$ cat src/hdl/nct_pkg.sv
// Shared types and constants for the note confirm / deviation tracker.
// No dependencies; imported by the tracker core.
package nct_pkg;

  localparam int NOTE_W    = 4;
  localparam int DEV_W     = 16;
  localparam int FREQ_W    = 24;
  localparam int CNT_W     = 8;
  localparam int CFG_W     = 8;
  localparam int CFG_IDX_W = 1;
  localparam int TDATA_W   = 48;

  localparam logic [CFG_IDX_W-1:0] CFG_CONFIRM_LIMIT = 1'd0;
  localparam logic [CFG_IDX_W-1:0] CFG_MISS_LIMIT    = 1'd1;

  localparam logic [CNT_W-1:0]  CNT_MAX       = 8'hFF;
  localparam logic [CFG_W-1:0]  LIMIT_RESET   = 8'd3;
  localparam logic [NOTE_W-1:0] CAND_NONE     = 4'hF;

  typedef enum logic [2:0] {
    ST_IDLE,
    ST_EVAL,
    ST_DROP,
    ST_PUSH,
    ST_DIV,
    ST_OUT
  } nct_state_t;

endpackage

$ cat src/hdl/nct_div.sv
// Iterative signed-by-unsigned divider, one quotient bit per cycle.
// Truncates toward zero. No package dependencies.
module nct_div #(
  parameter int NUM_W = 21,
  parameter int DEN_W = 5,
  parameter int Q_W   = 16
) (
  input  logic             clk,
  input  logic             rst_n,
  input  logic             start,
  input  logic [NUM_W-1:0] num,   // two's complement dividend
  input  logic [DEN_W-1:0] den,   // unsigned divisor, nonzero
  output logic             done,
  output logic [Q_W-1:0]   quo
);

  localparam int CNT_W = $clog2(NUM_W + 1);

  logic [CNT_W-1:0] cnt_r, cnt_nxt;
  logic             done_r, done_nxt;
  logic             neg_r;
  logic [NUM_W-1:0] quo_r;
  logic [DEN_W:0]   rem_r;
  logic [DEN_W-1:0] den_r;

  logic [DEN_W:0]   rem_sh;
  logic             ge;
  logic [NUM_W-1:0] num_mag;
  logic [NUM_W-1:0] quo_full;

  assign num_mag = num[NUM_W-1] ? (~num + 1'b1) : num;
  assign rem_sh  = {rem_r[DEN_W-1:0], quo_r[NUM_W-1]};
  assign ge      = rem_sh >= {1'b0, den_r};

  always_comb begin
    cnt_nxt  = cnt_r;
    done_nxt = 1'b0;
    if (start) begin
      cnt_nxt = CNT_W'(NUM_W);
    end else if (cnt_r != '0) begin
      cnt_nxt = cnt_r - 1'b1;
      if (cnt_r == CNT_W'(1)) begin
        done_nxt = 1'b1;
      end
    end
  end

  always_ff @(posedge clk) begin
    if (!rst_n) begin
      cnt_r  <= '0;
      done_r <= 1'b0;
    end else begin
      cnt_r  <= cnt_nxt;
      done_r <= done_nxt;
    end
  end

  always_ff @(posedge clk) begin
    if (start) begin
      neg_r <= num[NUM_W-1];
      quo_r <= num_mag;
      rem_r <= '0;
      den_r <= den;
    end else if (cnt_r != '0) begin
      rem_r <= ge ? (rem_sh - {1'b0, den_r}) : rem_sh;
      quo_r <= {quo_r[NUM_W-2:0], ge};
    end
  end

  // restore the sign once the magnitude is done
  assign quo_full = neg_r ? (~quo_r + 1'b1) : quo_r;
  assign quo      = quo_full[Q_W-1:0];
  assign done     = done_r;

endmodule

$ cat src/hdl/note_confirm_deviation_tracker_core.sv
// Note confirm / deviation tracker top level.
// Depends on nct_pkg and nct_div.
//
// Usage: one input beat per analysis block. in_tuser[0] is the detected
// flag; in_tdata carries note, octave, Q1.15 deviation and Q16.8 frequency.
// Every input beat produces exactly one output beat: out_tuser holds the
// updated and found flags, out_tdata the published note, octave, mean
// deviation and frequency (all zero while found is low).
// The recent deviations sit in a single-port ring memory with registered
// read; when the window is full the sequencer reads the oldest entry and
// drops it, then writes the new one and, if the note is confirmed, runs an
// iterative divide for the mean. A miss or a changed note goes from EVAL
// straight to OUT; a matching item passes EVAL, DROP (only when the window
// is full) and PUSH, then the bit-serial divide DIV when it publishes.
// in_tready is high only while the sequencer is idle. A result waits in the
// output register while the receiver stalls; the next item is still taken
// and held back only at its own output step.
// Reset (rst_n low, synchronous) clears candidate, counters, window and
// published result and loads both limits with 3. Ring entries are not cleared.
module note_confirm_deviation_tracker_core #(
  parameter int WINDOW_DEPTH = 16
) (
  input  logic                          clk,
  input  logic                          rst_n,
  // configuration
  input  logic                          cfg_we,
  input  logic [nct_pkg::CFG_IDX_W-1:0] cfg_index,
  input  logic [nct_pkg::CFG_W-1:0]     cfg_wdata,
  // input stream
  input  logic                          in_tvalid,
  output logic                          in_tready,
  input  logic [nct_pkg::TDATA_W-1:0]   in_tdata,  // note[3:0] octave[7:4] dev[23:8] freq[47:24]
  input  logic                          in_tuser,  // detected[0]
  // result stream
  output logic                          out_tvalid,
  input  logic                          out_tready,
  output logic [nct_pkg::TDATA_W-1:0]   out_tdata, // note[3:0] octave[7:4] mean[23:8] freq[47:24]
  output logic [1:0]                    out_tuser  // updated[0] found[1]
);

  import nct_pkg::*;

  localparam int IDX_W  = (WINDOW_DEPTH > 1) ? $clog2(WINDOW_DEPTH) : 1;
  localparam int FILL_W = $clog2(WINDOW_DEPTH + 1);
  localparam int SUM_W  = IDX_W + 1;
  localparam int TOT_W  = DEV_W + 1 + $clog2(WINDOW_DEPTH);
  localparam int EXT_W  = TOT_W - DEV_W;

  nct_state_t state_r, state_nxt;

  // configuration
  logic [CFG_W-1:0] confirm_limit_r, miss_limit_r;

  // captured item
  logic              det_r;
  logic [NOTE_W-1:0] note_r, oct_r;
  logic [DEV_W-1:0]  dev_r;
  logic [FREQ_W-1:0] freq_r;

  // tracker state
  logic              cand_valid_r, cand_valid_nxt;
  logic [NOTE_W-1:0] cand_note_r, cand_note_nxt;
  logic [NOTE_W-1:0] cand_oct_r, cand_oct_nxt;
  logic [CNT_W-1:0]  conf_cnt_r, conf_cnt_nxt;
  logic [CNT_W-1:0]  miss_cnt_r, miss_cnt_nxt;
  logic [IDX_W-1:0]  head_r, head_nxt;
  logic [FILL_W-1:0] fill_r, fill_nxt;
  logic [TOT_W-1:0]  total_r, total_nxt;
  logic              confirmed_r, confirmed_nxt;
  logic              upd_r, upd_nxt;

  logic              pub_found_r, pub_found_nxt;
  logic [NOTE_W-1:0] pub_note_r, pub_note_nxt;
  logic [NOTE_W-1:0] pub_oct_r, pub_oct_nxt;
  logic [DEV_W-1:0]  pub_dev_r, pub_dev_nxt;
  logic [FREQ_W-1:0] pub_freq_r, pub_freq_nxt;

  // output register
  logic               out_valid_r, out_valid_nxt;
  logic [TDATA_W-1:0] out_data_r, out_data_nxt;
  logic [1:0]         out_user_r, out_user_nxt;

  // ring memory
  logic [DEV_W-1:0] ring_mem [WINDOW_DEPTH];
  logic [DEV_W-1:0] rd_data_r;
  logic             mem_we, mem_re;
  logic [IDX_W-1:0] wr_addr;

  // helpers
  logic             accept;
  logic             match;
  logic             full;
  logic             mp_clear;
  logic             slot_free;
  logic [TOT_W-1:0] dev_ext, rd_ext;
  logic [SUM_W-1:0] tail_sum;
  logic [IDX_W-1:0] tail_idx;
  logic [IDX_W-1:0] head_inc;

  logic             div_start;
  logic             div_done;
  logic [DEV_W-1:0] div_quo;

  assign accept    = in_tvalid && in_tready;
  assign in_tready = (state_r == ST_IDLE);
  assign match     = cand_valid_r && (note_r == cand_note_r) && (oct_r == cand_oct_r);
  assign full      = (fill_r == FILL_W'(WINDOW_DEPTH));
  assign mp_clear  = (miss_cnt_r >= miss_limit_r);
  assign slot_free = !out_valid_r || out_tready;
  assign dev_ext   = {{EXT_W{dev_r[DEV_W-1]}}, dev_r};
  assign rd_ext    = {{EXT_W{rd_data_r[DEV_W-1]}}, rd_data_r};
  assign tail_sum  = {1'b0, head_r} + SUM_W'(fill_r);
  assign tail_idx  = (tail_sum >= SUM_W'(WINDOW_DEPTH)) ?
                     IDX_W'(tail_sum - SUM_W'(WINDOW_DEPTH)) : IDX_W'(tail_sum);
  assign head_inc  = (head_r == IDX_W'(WINDOW_DEPTH - 1)) ? '0 : head_r + 1'b1;

  // next state
  always_comb begin
    state_nxt = state_r;
    case (state_r)
      ST_IDLE: begin
        if (accept) begin
          state_nxt = ST_EVAL;
        end
      end
      ST_EVAL: begin
        if (det_r && match) begin
          state_nxt = full ? ST_DROP : ST_PUSH;
        end else begin
          state_nxt = ST_OUT;
        end
      end
      ST_DROP: state_nxt = ST_PUSH;
      ST_PUSH: state_nxt = confirmed_r ? ST_DIV : ST_OUT;
      ST_DIV: begin
        if (div_done) begin
          state_nxt = ST_OUT;
        end
      end
      ST_OUT: begin
        if (slot_free) begin
          state_nxt = ST_IDLE;
        end
      end
      default: state_nxt = ST_IDLE;
    endcase
  end

  // datapath and outputs per state
  always_comb begin
    cand_valid_nxt = cand_valid_r;
    cand_note_nxt  = cand_note_r;
    cand_oct_nxt   = cand_oct_r;
    conf_cnt_nxt   = conf_cnt_r;
    miss_cnt_nxt   = miss_cnt_r;
    head_nxt       = head_r;
    fill_nxt       = fill_r;
    total_nxt      = total_r;
    confirmed_nxt  = confirmed_r;
    upd_nxt        = upd_r;
    pub_found_nxt  = pub_found_r;
    pub_note_nxt   = pub_note_r;
    pub_oct_nxt    = pub_oct_r;
    pub_dev_nxt    = pub_dev_r;
    pub_freq_nxt   = pub_freq_r;
    out_data_nxt   = out_data_r;
    out_user_nxt   = out_user_r;
    out_valid_nxt  = out_valid_r;
    mem_we         = 1'b0;
    mem_re         = 1'b0;
    wr_addr        = tail_idx;
    div_start      = 1'b0;

    if (out_valid_r && out_tready) begin
      out_valid_nxt = 1'b0;
    end

    case (state_r)
      ST_EVAL: begin
        upd_nxt = 1'b0;
        if (det_r && match) begin
          confirmed_nxt = (conf_cnt_r >= confirm_limit_r);
          conf_cnt_nxt  = (conf_cnt_r == CNT_MAX) ? conf_cnt_r : conf_cnt_r + 1'b1;
          mem_re        = full;
        end else begin
          // miss path, shared by no detection and a changed note
          if (mp_clear) begin
            conf_cnt_nxt = '0;
            if (pub_found_r) begin
              pub_found_nxt = 1'b0;
              head_nxt      = '0;
              fill_nxt      = '0;
              total_nxt     = '0;
              upd_nxt       = 1'b1;
            end
          end
          miss_cnt_nxt = (miss_cnt_r == CNT_MAX) ? miss_cnt_r : miss_cnt_r + 1'b1;
          if (det_r) begin
            // new candidate: restart the window with this deviation
            cand_valid_nxt = 1'b1;
            cand_note_nxt  = note_r;
            cand_oct_nxt   = oct_r;
            conf_cnt_nxt   = '0;
            head_nxt       = '0;
            fill_nxt       = FILL_W'(1);
            total_nxt      = dev_ext;
            mem_we         = 1'b1;
            wr_addr        = '0;
          end
        end
      end
      ST_DROP: begin
        // oldest entry is on the read port now
        total_nxt = total_r - rd_ext;
        head_nxt  = head_inc;
        fill_nxt  = FILL_W'(WINDOW_DEPTH - 1);
      end
      ST_PUSH: begin
        mem_we    = 1'b1;
        fill_nxt  = fill_r + 1'b1;
        total_nxt = total_r + dev_ext;
        div_start = confirmed_r;
      end
      ST_DIV: begin
        if (div_done) begin
          miss_cnt_nxt  = '0;
          pub_found_nxt = 1'b1;
          pub_note_nxt  = note_r;
          pub_oct_nxt   = oct_r;
          pub_dev_nxt   = div_quo;
          pub_freq_nxt  = freq_r;
          upd_nxt       = 1'b1;
        end
      end
      ST_OUT: begin
        if (slot_free) begin
          out_valid_nxt = 1'b1;
          out_user_nxt  = {pub_found_r, upd_r};
          out_data_nxt  = pub_found_r ? {pub_freq_r, pub_dev_r, pub_oct_r, pub_note_r} : '0;
        end
      end
      default: begin
      end
    endcase
  end

  always_ff @(posedge clk) begin
    if (!rst_n) begin
      state_r         <= ST_IDLE;
      confirm_limit_r <= LIMIT_RESET;
      miss_limit_r    <= LIMIT_RESET;
      cand_valid_r    <= 1'b0;
      cand_note_r     <= CAND_NONE;
      cand_oct_r      <= CAND_NONE;
      conf_cnt_r      <= '0;
      miss_cnt_r      <= '0;
      head_r          <= '0;
      fill_r          <= '0;
      total_r         <= '0;
      confirmed_r     <= 1'b0;
      upd_r           <= 1'b0;
      pub_found_r     <= 1'b0;
      pub_note_r      <= '0;
      pub_oct_r       <= '0;
      pub_dev_r       <= '0;
      pub_freq_r      <= '0;
      out_valid_r     <= 1'b0;
    end else begin
      state_r      <= state_nxt;
      cand_valid_r <= cand_valid_nxt;
      cand_note_r  <= cand_note_nxt;
      cand_oct_r   <= cand_oct_nxt;
      conf_cnt_r   <= conf_cnt_nxt;
      miss_cnt_r   <= miss_cnt_nxt;
      head_r       <= head_nxt;
      fill_r       <= fill_nxt;
      total_r      <= total_nxt;
      confirmed_r  <= confirmed_nxt;
      upd_r        <= upd_nxt;
      pub_found_r  <= pub_found_nxt;
      pub_note_r   <= pub_note_nxt;
      pub_oct_r    <= pub_oct_nxt;
      pub_dev_r    <= pub_dev_nxt;
      pub_freq_r   <= pub_freq_nxt;
      out_valid_r  <= out_valid_nxt;
      if (cfg_we) begin
        case (cfg_index)
          CFG_CONFIRM_LIMIT: confirm_limit_r <= cfg_wdata;
          CFG_MISS_LIMIT:    miss_limit_r    <= cfg_wdata;
          default: begin
          end
        endcase
      end
    end
  end

  // item capture and output payload
  always_ff @(posedge clk) begin
    if (accept) begin
      det_r  <= in_tuser;
      note_r <= in_tdata[3:0];
      oct_r  <= in_tdata[7:4];
      dev_r  <= in_tdata[23:8];
      freq_r <= in_tdata[47:24];
    end
    out_data_r <= out_data_nxt;
    out_user_r <= out_user_nxt;
  end

  // ring memory: reads and writes fall in different steps, so no forwarding
  always_ff @(posedge clk) begin
    if (mem_we) begin
      ring_mem[wr_addr] <= dev_r;
    end
    if (mem_re) begin
      rd_data_r <= ring_mem[head_r];
    end
  end

  nct_div #(
    .NUM_W (TOT_W),
    .DEN_W (FILL_W),
    .Q_W   (DEV_W)
  ) u_div (
    .clk   (clk),
    .rst_n (rst_n),
    .start (div_start),
    .num   (total_nxt),
    .den   (fill_nxt),
    .done  (div_done),
    .quo   (div_quo)
  );

  assign out_tvalid = out_valid_r;
  assign out_tdata  = out_data_r;
  assign out_tuser  = out_user_r;

  a_fill_bound: assert property (@(posedge clk) disable iff (!rst_n)
    fill_r <= FILL_W'(WINDOW_DEPTH))
    else $error("window fill exceeds depth");

  a_div_done_state: assert property (@(posedge clk) disable iff (!rst_n)
    div_done |-> (state_r == ST_DIV))
    else $error("divider finished outside divide step");

  a_one_item: assert property (@(posedge clk) disable iff (!rst_n)
    accept |=> !in_tready)
    else $error("second item taken while one is in flight");

  a_empty_result: assert property (@(posedge clk) disable iff (!rst_n)
    (out_valid_r && !out_user_r[1]) |-> (out_data_r == '0))
    else $error("result payload not cleared while nothing is published");

endmodule
$ cat config.mk
export PLATFORM = sky130hd
export DESIGN_NAME = note_confirm_deviation_tracker_core
export DESIGN_NICKNAME = d
export VERILOG_FILES = /design/src/hdl/nct_pkg.sv /design/src/hdl/nct_div.sv /design/src/hdl/note_confirm_deviation_tracker_core.sv
export SDC_FILE = /design/constraint.sdc
export NUM_CORES = 1
export LEC_CHECK = 0
export BUFFER_PORTS_ARGS = -buffer_cell sky130_fd_sc_hd__buf_2
export CORE_MARGIN = 4
export CORE_UTILIZATION = 29
export CTS_CLUSTER_DIAMETER = 30
export DETAILED_ROUTE_END_ITERATION = 10
export PLACE_DENSITY_LB_ADDON = 0.12
export RECOVER_POWER = 25
export SLEW_MARGIN = 20
export SYNTH_ARGS = -nofsm -noshare
export SYNTH_HDL_FRONTEND = slang
export SYNTH_HIERARCHICAL = 1
export SYNTH_SLANG_ARGS = --single-unit
$ cat constraint.sdc
create_clock -name clk -period 6.6 [get_ports clk]
set_clock_uncertainty 0.05 [all_clocks]
set_input_delay 0 -clock clk [delete_from_list [all_inputs] [get_ports clk]]
set_output_delay 0 -clock clk [all_outputs]
set_load 0.02 [all_outputs]
==> results_tabular.tex, run 1 <==
\begin{tabular}{lr}
\hline
Metric & Value \\
\hline
\multicolumn{2}{l}{\textbf{Synth}} \\
Most used flip-flop cell after synthesis & sky130\_fd\_sc\_hd\_\_edfxtp\_1 \\
Post-Synthesis Cells & 1762 \\
Post-synthesis sequential area ratio & 0.631 \\
Async S/R FF share, synth & 0 \\
Synth Register Bits & 535 \\
Per-instance average area after synthesis & 13.2 µm² \\
Yosys warning count & 6 \\
EDFF count, synth & 398 \\
Combined area of all synthesized cells & 23300 µm² \\
Number of distinct standard cells referenced by the synthesized netlist & 88 \\
Post-Synthesis Net Count & 1884 \\
\multicolumn{2}{l}{\textbf{Global routing}} \\
Number of global-route vias before repair & 16.1k \\
Wire length of the first global-routing pass & 95100 µm \\
Number of antenna violations at the first check in global routing & 1 \\
Total global routing overflow & 0 \\
Largest net degree at the start of global routing & 68 \\
GR Util All Layers & 0.146 \\
\multicolumn{2}{l}{\textbf{Critical path}} \\
Reg2reg start & rd\_data\_r[2]\$\_DFFE\_PP\_ \\
Timing endpoint of the critical path & u\_div/quo\_r[11]\$\_DFFE\_PP\_ \\
Ordered list of cells on the worst path & nor3\_1, nand2b\_1, or3\_1, nor2\_1, xor2\_1, a21oi\_1, ha\_1, a211oi\_2, o21bai\_2, nor4\_4, nor2\_2, a311o\_1, a221oi\_2, mux2\_1, a21oi\_1, buf\_4, inv\_2, a41oi\_1, xnor2\_1, a21oi\_1 \\
Critical Path Stages & 20 \\
Path type of the worst setup path & register to register \\
Critical path arrival & 5910 ps \\
Crit path capture type & register \\
Data required, critical path & 6940 ps \\
Maximum fanout count along the critical path & 16 \\
Delay of the slowest critical-path stage & 470 ps \\
Crit path launch & rd\_data\_r[2]\$\_DFFE\_PP\_ \\
Worst path most repeated cell & sky130\_fd\_sc\_hd\_\_a21oi\_1 \\
Reg-to-reg critical path endpoint & u\_div/quo\_r[11]\$\_DFFE\_PP\_ \\
Cell with the largest stage delay on the worst path & sky130\_fd\_sc\_hd\_\_nor3\_1 \\
Startpoint Class & register \\
Worst Reg-to-Reg Cells & 20 \\
Family of cells with the greatest summed delay on the critical path & compound AO/OA/AOI/OAI gates \\
Count of buffer and inverter cells on the critical path & 2 \\
R2R setup slack & 1030 ps \\
\multicolumn{2}{l}{\textbf{Route}} \\
Number of vias per cell after detailed routing & 4.71 \\
Number of search-and-repair iterations in the first detailed-routing pass & 5 \\
DRC & 0 \\
Routed wire per std cell & 19.0 µm \\
Met1 layer wirelength in the final routing & 27500 µm \\
Remaining antenna violation count & 0 \\
Highest routed metal layer & met4 \\
Wire length on met2 & 30800 µm \\
Total length of routed wires & 62400 µm \\
Met3 wire len & 2610 µm \\
Vias & 15.4k \\
First-iteration detailed-routing DRC count & 844 \\
\multicolumn{2}{l}{\textbf{Floorplan}} \\
Die area & 84900 µm² \\
Num ports & 115 \\
Placement row count & 103 \\
Starting density of the core & 0.294 \\
Floorplan Core Area & 79300 µm² \\
Die extent in y & 291 µm \\
Floorplan die width & 291 µm \\
\multicolumn{2}{l}{\textbf{Timing}} \\
Final number of setup-violating endpoints & 0 \\
Final WS setup & 1030 ps \\
Final Hold Fails & 0 \\
Max-Slew Margin vs Limit & -0.278 \\
Slew of the pin with the lowest slew margin & 1920 ps \\
Share of the cycle needed by the critical path after routing & 0.844 \\
Timing-limited maximum frequency & 0.180 GHz \\
Setup TNS & 0 ps \\
Unrepaired setup endpoints after global routing & no \\
Final max-slew violation count & 53 \\
Final critical-path required period & 5570 ps \\
\multicolumn{2}{l}{\textbf{Cells and area}} \\
Fraction of layout instances using a drive strength above 1 & 0.232 \\
Final Net Count & 2228 \\
Growth of design area from synthesis to finish & 35.9\% \\
Number of fillers in the final layout & 7436 \\
\multicolumn{2}{l}{\textbf{Min path}} \\
Worst min path class & primary input to register \\
\multicolumn{2}{l}{\textbf{Status}} \\
Run status & complete, but fails checks \\
Violations in the final reports & capacitance limit, slew limit \\
\multicolumn{2}{l}{\textbf{Placed design}} \\
Count of input and output buffers & 114 \\
Setup Slack @ Placement & 1050 ps \\
Post-DP HPWL & 37500 µm \\
Final weighted congestion in routability-driven placement & 0.777 \\
\multicolumn{2}{l}{\textbf{CTS}} \\
Sink Count & 535 \\
Cts bufs inserted & 144 \\
H-tree Lvls & 4 \\
Post-CTS setup buffers & 0 \\
Clock network latency to the later pin of the worst-skew pair & 710 ps \\
Post\_cts resized & 0 \\
Maximum number of buffers from clock root to sink & 3 \\
Master cell of the clock root buffer & sky130\_fd\_sc\_hd\_\_clkbuf\_16 \\
Clock tree from TritonCTS & built \\
Hold Buf Count CTS & 131 \\
Clk slew on worst S/H paths & 40 ps \\
\multicolumn{2}{l}{\textbf{Power and ir drop}} \\
Largest vdd supply drop & 0.000214 V \\
Leakage & 11.3 nW \\
P per Cell Area & 393 nW/µm² \\
\multicolumn{2}{l}{\textbf{Job}} \\
Total of max-cap violations & 1 \\
\hline
\end{tabular}
how the worst min path moves through the flow:
stage,startpoint,end,slack [ps],cells past startpoint
CTS,cfg_wdata[0],confirm_limit_r[0]$_SDFFE_PN1P_,9,4
floorplan,in_tuser,det_r$_DFFE_PP_,50,0
global route,cfg_wdata[7],confirm_limit_r[7]$_SDFFE_PN0P_,60,4
detailed placement,in_tdata[14],dev_r[6]$_DFFE_PP_,130,1
global placement,in_tdata[21],dev_r[13]$_DFFE_PP_,130,1
finish,cfg_wdata[0],confirm_limit_r[0]$_SDFFE_PN1P_,60,4
layout make-up:
cell class | count | area [µm²] | area share
clock inverter | 90 | 1300 | 0.0410
inverter | 54 | 203 | 0.00640
sequential | 535 | 14700 | 0.464
multi-input combinational | 1089 | 8190 | 0.259
timing repair buffer | 282 | 2140 | 0.0675
tap | 1050 | 1310 | 0.0415
clock buffer | 178 | 3830 | 0.121
antenna | 1 | 2.50 | 0.0000790
synth_stat cells (18+ instances only):
cell / instances / area, µm²
sky130_fd_sc_hd__clkbuf_1: 63 / 236
sky130_fd_sc_hd__nand2b_1: 18 / 113
sky130_fd_sc_hd__nand3_1: 27 / 135
sky130_fd_sc_hd__xor2_1: 40 / 350
sky130_fd_sc_hd__mux4_2: 80 / 1800
sky130_fd_sc_hd__dfxtp_1: 137 / 2740
sky130_fd_sc_hd__o21ai_0: 28 / 140
sky130_fd_sc_hd__nand2_1: 199 / 747
sky130_fd_sc_hd__a21oi_1: 141 / 706
sky130_fd_sc_hd__xnor2_1: 42 / 368
sky130_fd_sc_hd__inv_1: 53 / 199
sky130_fd_sc_hd__nand4_1: 20 / 125
sky130_fd_sc_hd__nor2_1: 122 / 458
sky130_fd_sc_hd__nor3_1: 21 / 105
sky130_fd_sc_hd__ha_1: 56 / 701
sky130_fd_sc_hd__edfxtp_1: 398 / 12000
sky130_fd_sc_hd__and2_1: 76 / 475
report_power, final:
part / switching [W] / total [W] / internal (W) / leakage [nW]
clock: 0.00220 / 0.00720 / 0.00501 / 2.48
combinational: 0.000658 / 0.00112 / 0.000466 / 4.10
sequential: 0.000205 / 0.00411 / 0.00390 / 4.74
registers in the layout (all words and copies together) (netlist names), 5 cells and up:
register and cells:
u_div/rem_r 5, miss_limit_r 8, confirm_limit_r 8, fill_r 5, u_div/den_r 5, rd_data_r 16, pub_freq_r 24, freq_r 24
miss_cnt_r 8, pub_dev_r 16, u_div/quo_r 21, dev_r 16, ring_mem 256, u_div/cnt_r 5, total_r 21, conf_cnt_r 8
out_tdata 48
tightest hold or removal path, cell delays in order:
cell	delay, ps
sky130_fd_sc_hd__dlygate4sd3_1	520
sky130_fd_sc_hd__buf_2	110
sky130_fd_sc_hd__nand2_1	60
sky130_fd_sc_hd__nand3_1	80
through the flow:
step / utilization / instances / area (µm²) / power, W / hold WS [ps]
3_3_place_gp: 0.319 / 2879 / 25300 / 0.00523 / 126
2_1_floorplan: - / 1762 / 23300 / 0.00485 / 48.9
4_1_cts: 0.400 / 3278 / 31700 / 0.0126 / 9.39
5_1_grt: 0.400 / 3279 / 31700 / 0.0129 / 64.8
6_report: 0.400 / 3279 / 31700 / 0.0124 / 55.2
3_5_place_dp: 0.319 / 2879 / 25300 / 0.00524 / 128
layout by cell type, fill, tap and decap left out, types with 73 or more instances in the layout:
cell type	synthesis	routed
sky130_fd_sc_hd__edfxtp_1	398	398
sky130_fd_sc_hd__nand2_1	199	199
sky130_fd_sc_hd__clkbuf_16	0	144
sky130_fd_sc_hd__a21oi_1	141	141
sky130_fd_sc_hd__dfxtp_1	137	135
sky130_fd_sc_hd__dlygate4sd3_1	0	131
sky130_fd_sc_hd__buf_2	9	113
sky130_fd_sc_hd__nor2_1	122	107
sky130_fd_sc_hd__mux4_2	80	80
sky130_fd_sc_hd__and2_1	76	73
per-layer routing:
metal / GRT usage / vias up
li1: - / 7317
met1: 0.180 / 7708
met2: 0.247 / 320
met3: 0.0327 / 102
met4: 0.0586 / 0
met5: 0 / -
logic make-up after synthesis:
logic type                 count (synthesis)  synth area share
and+or+nand+nor                          554             0.117
DFF                                      535             0.631
AOI/OAI and AO/OA                        296            0.0800
buffers and inverters                    138            0.0235
muxes                                     98            0.0853
xor gates and xnor gates                  82            0.0308
adders and majority gates                 59            0.0326
No activity file was read; power rests on OpenSTA's default activity.
==> inputs of run 2 (changes only) <==
==> constraint.sdc (replaced) <==
create_clock -name clk -period 5.1 [get_ports clk]
set_clock_uncertainty 0.05 [all_clocks]
set_input_delay 0 -clock clk [delete_from_list [all_inputs] [get_ports clk]]
set_output_delay 0 -clock clk [all_outputs]
set_load 0.02 [all_outputs]
==> run 2 against run 1 <==
Compared with the run above:
- the run still ends with capacitance limit, slew limit left
- count of clock-buffer cells in the layout is 13 lower
- flip-flop and latch count stayed put
- final area is 0.26% lower
- combinational power is 40% higher
- total power is 23% higher
- final cell count is 0.18% higher
- global-route usage is 0.20 points higher
- critical path depth is 2 lower
- sequential share of layout area is 0.12 points higher
- register-to-register slack worse by 880 ps
- wire length is 1.2% higher
==> results_tabular.tex, run 2 (synthesis gave the netlist of run 1 again) <==
\begin{tabular}{lr}
\hline
Metric & Value \\
\hline
\multicolumn{2}{l}{\textbf{Global routing}} \\
Total global routing overflow & 0 \\
Wire length of the first global-routing pass & 96500 µm \\
Number of antenna violations at the first check in global routing & 0 \\
GR Util All Layers & 0.148 \\
Largest net degree at the start of global routing & 67 \\
Number of global-route vias before repair & 16.2k \\
\multicolumn{2}{l}{\textbf{CTS}} \\
Maximum number of buffers from clock root to sink & 3 \\
Clock tree from TritonCTS & built \\
Clk slew on worst S/H paths & 40 ps \\
Cts bufs inserted & 135 \\
Sink Count & 535 \\
H-tree Lvls & 4 \\
Master cell of the clock root buffer & sky130\_fd\_sc\_hd\_\_clkbuf\_16 \\
Clock network latency to the later pin of the worst-skew pair & 710 ps \\
\multicolumn{2}{l}{\textbf{Timing}} \\
Slew of the pin with the lowest slew margin & 1960 ps \\
Final number of setup-violating endpoints & 0 \\
Max-Slew Margin vs Limit & -0.307 \\
Final max-slew violation count & 53 \\
Worst Hold Margin & 57.7 ps \\
Final critical-path required period & 4950 ps \\
Share of the cycle needed by the critical path after routing & 0.970 \\
Final WS setup & 152 ps \\
Timing-limited maximum frequency & 0.202 GHz \\
Unrepaired setup endpoints after global routing & yes \\
Final Hold Fails & 0 \\
\multicolumn{2}{l}{\textbf{Route}} \\
Vias & 15.5k \\
Number of search-and-repair iterations in the first detailed-routing pass & 5 \\
Total length of routed wires & 63200 µm \\
Remaining antenna violation count & 0 \\
Routed wire per std cell & 19.2 µm \\
DRC & 0 \\
First-iteration detailed-routing DRC count & 852 \\
Number of vias per cell after detailed routing & 4.72 \\
\multicolumn{2}{l}{\textbf{Placed design}} \\
Count of input and output buffers & 114 \\
Setup Slack @ Placement & -29.4 ps \\
Post-DP HPWL & 39300 µm \\
Final weighted congestion in routability-driven placement & 0.805 \\
\multicolumn{2}{l}{\textbf{Cells and area}} \\
Final Net Count & 2249 \\
Sequential cell area & 14700 µm² \\
Antenna cells & 0 \\
Number of fillers in the final layout & 7533 \\
Commonest non-fill, non-tap cells in the layout & sky130\_fd\_sc\_hd\_\_edfxtp\_1 (398), sky130\_fd\_sc\_hd\_\_nand2\_1 (199), sky130\_fd\_sc\_hd\_\_clkbuf\_16 (136) \\
Fraction of layout instances using a drive strength above 1 & 0.242 \\
Register name with the most flops & ring\_mem \\
Most frequent standard cell in the layout excluding fill and tap cells & sky130\_fd\_sc\_hd\_\_edfxtp\_1 \\
Flip-flop count of the largest register after layout & 256 \\
Area occupied by multi-input gates & 8380 µm² \\
Growth of design area from synthesis to finish & 35.6\% \\
\multicolumn{2}{l}{\textbf{Floorplan}} \\
Floorplan die width & 291 µm \\
Die extent in y & 291 µm \\
Die area & 84900 µm² \\
Num ports & 115 \\
Starting density of the core & 0.294 \\
Placement row count & 103 \\
Floorplan Core Area & 79300 µm² \\
\multicolumn{2}{l}{\textbf{Power and ir drop}} \\
P per Cell Area & 482 nW/µm² \\
Leakage & 11.2 nW \\
Largest vdd supply drop & 0.000278 V \\
\multicolumn{2}{l}{\textbf{Critical path}} \\
Maximum fanout count along the critical path & 6 \\
Data required, critical path & 5450 ps \\
Startpoint Class & register \\
Crit path capture type & register \\
Path type of the worst setup path & register to register \\
Critical path arrival & 5300 ps \\
\multicolumn{2}{l}{\textbf{Min path}} \\
Worst min path class & primary input to register \\
\multicolumn{2}{l}{\textbf{Status}} \\
Run status & complete, but fails checks \\
Violations in the final reports & capacitance limit, slew limit \\
\multicolumn{2}{l}{\textbf{Job}} \\
Total of max-cap violations & 1 \\
\hline
\end{tabular}
[run 2: changes by cell type in the layout (fill, tap and decap cells not counted), moves of 4 or more]
cell,delta
sky130_fd_sc_hd__buf_4,+22
sky130_fd_sc_hd__clkbuf_1,+10
sky130_fd_sc_hd__bufinv_16,-9
sky130_fd_sc_hd__clkbuf_16,-8
sky130_fd_sc_hd__clkinv_2,-8
sky130_fd_sc_hd__nor2_4,+7
sky130_fd_sc_hd__a21oi_1,-6
sky130_fd_sc_hd__dlygate4sd3_1,-6
sky130_fd_sc_hd__a21oi_2,+5
sky130_fd_sc_hd__clkbuf_8,-5
sky130_fd_sc_hd__clkinv_1,+5
sky130_fd_sc_hd__clkinv_16,+5
sky130_fd_sc_hd__nor2_2,-4
[run 2: timing repair]
action | in CTS | in global routing
setup buffers | 0 | 2
setup endpoints to repair | 7 | 20
pin swaps | 2 | 9
endpoints found under the hold margin | 108 | 0
hold buffers | 125 | 0
cloned | 0 | 2
resized for setup | 4 | 33
[run 2: worst paths after layout]
| kind | from | endpoint | slack [ps] | cells past startpoint |
|---|---|---|---|---|
| worst max-delay path | rd_data_r[5]$_DFFE_PP_ | u_div/quo_r[16]$_DFFE_PP_ | 150 | 18 |
| worst min register to register | upd_r$_SDFFE_PN0P_ | out_tuser[0]$_DFFE_PP_ | 360 | 0 |
| worst max register to register | rd_data_r[5]$_DFFE_PP_ | u_div/quo_r[16]$_DFFE_PP_ | 150 | 18 |
| worst min-delay path | cfg_wdata[1] | confirm_limit_r[1]$_SDFFE_PN1P_ | 60 | 4 |
[run 2: report_power, final]
| part | switching, W | internal, W | total (W) | leakage, nW |
|---|---|---|---|---|
| clock | 0.00274 | 0.00565 | 0.00839 | 2.20 |
| combinational | 0.000910 | 0.000660 | 0.00157 | 4.27 |
| sequential | 0.000236 | 0.00505 | 0.00528 | 4.75 |
[run 2: metrics by stage]
| stage | area (µm²) | total power, W | std cells | TNS, ps | utilization |
|---|---|---|---|---|---|
| global route | 31600 | 0.0159 | 3285 | -126 | 0.399 |
| floorplan | 23300 | 0.00626 | 1762 | 0 | - |
| finish | 31600 | 0.0152 | 3285 | 0 | 0.399 |
| CTS | 31400 | 0.0154 | 3281 | 0 | 0.397 |
| detailed placement | 25500 | 0.00681 | 2911 | -36.9 | 0.322 |
| global placement | 25500 | 0.00679 | 2911 | 0 | 0.322 |
[run 2: routing by layer]
layer / vias up / part of all wire / routed length (µm) / global-route usage
met5: - / 0 / 0 / 0
met4: 0 / 0.020 / 1290 / 0.0546
met3: 97 / 0.041 / 2580 / 0.0321
met2: 315 / 0.49 / 31300 / 0.247
met1: 7768 / 0.44 / 28100 / 0.188
li1: 7328 / - / - / -
[run 2: cell type report]
type / instances / share of cell area
clock buffer: 165 / 0.112
clock inverter: 80 / 0.0345
inverter: 54 / 0.00657
multi-input combinational: 1089 / 0.265
sequential: 535 / 0.465
tap: 1050 / 0.0416
timing repair buffer: 311 / 0.0744
timing repair inverter: 1 / 0.000198
[run 2: worst max-delay path: stages (launching register included)]
cell and delay [ps]:
sky130_fd_sc_hd__edfxtp_1 380, sky130_fd_sc_hd__or3_4 410, sky130_fd_sc_hd__or4_4 520, sky130_fd_sc_hd__buf_6 150, sky130_fd_sc_hd__nand2b_4 150, sky130_fd_sc_hd__nor3_4 180, sky130_fd_sc_hd__xor2_1 170, sky130_fd_sc_hd__a21oi_1 100
sky130_fd_sc_hd__ha_1 310, sky130_fd_sc_hd__buf_4 160, sky130_fd_sc_hd__and3_4 160, sky130_fd_sc_hd__a311o_1 370, sky130_fd_sc_hd__a221oi_4 370, sky130_fd_sc_hd__mux2_4 360, sky130_fd_sc_hd__a21oi_4 170, sky130_fd_sc_hd__buf_12 140
sky130_fd_sc_hd__buf_8 120, sky130_fd_sc_hd__o22ai_1 60, sky130_fd_sc_hd__or3_1 340
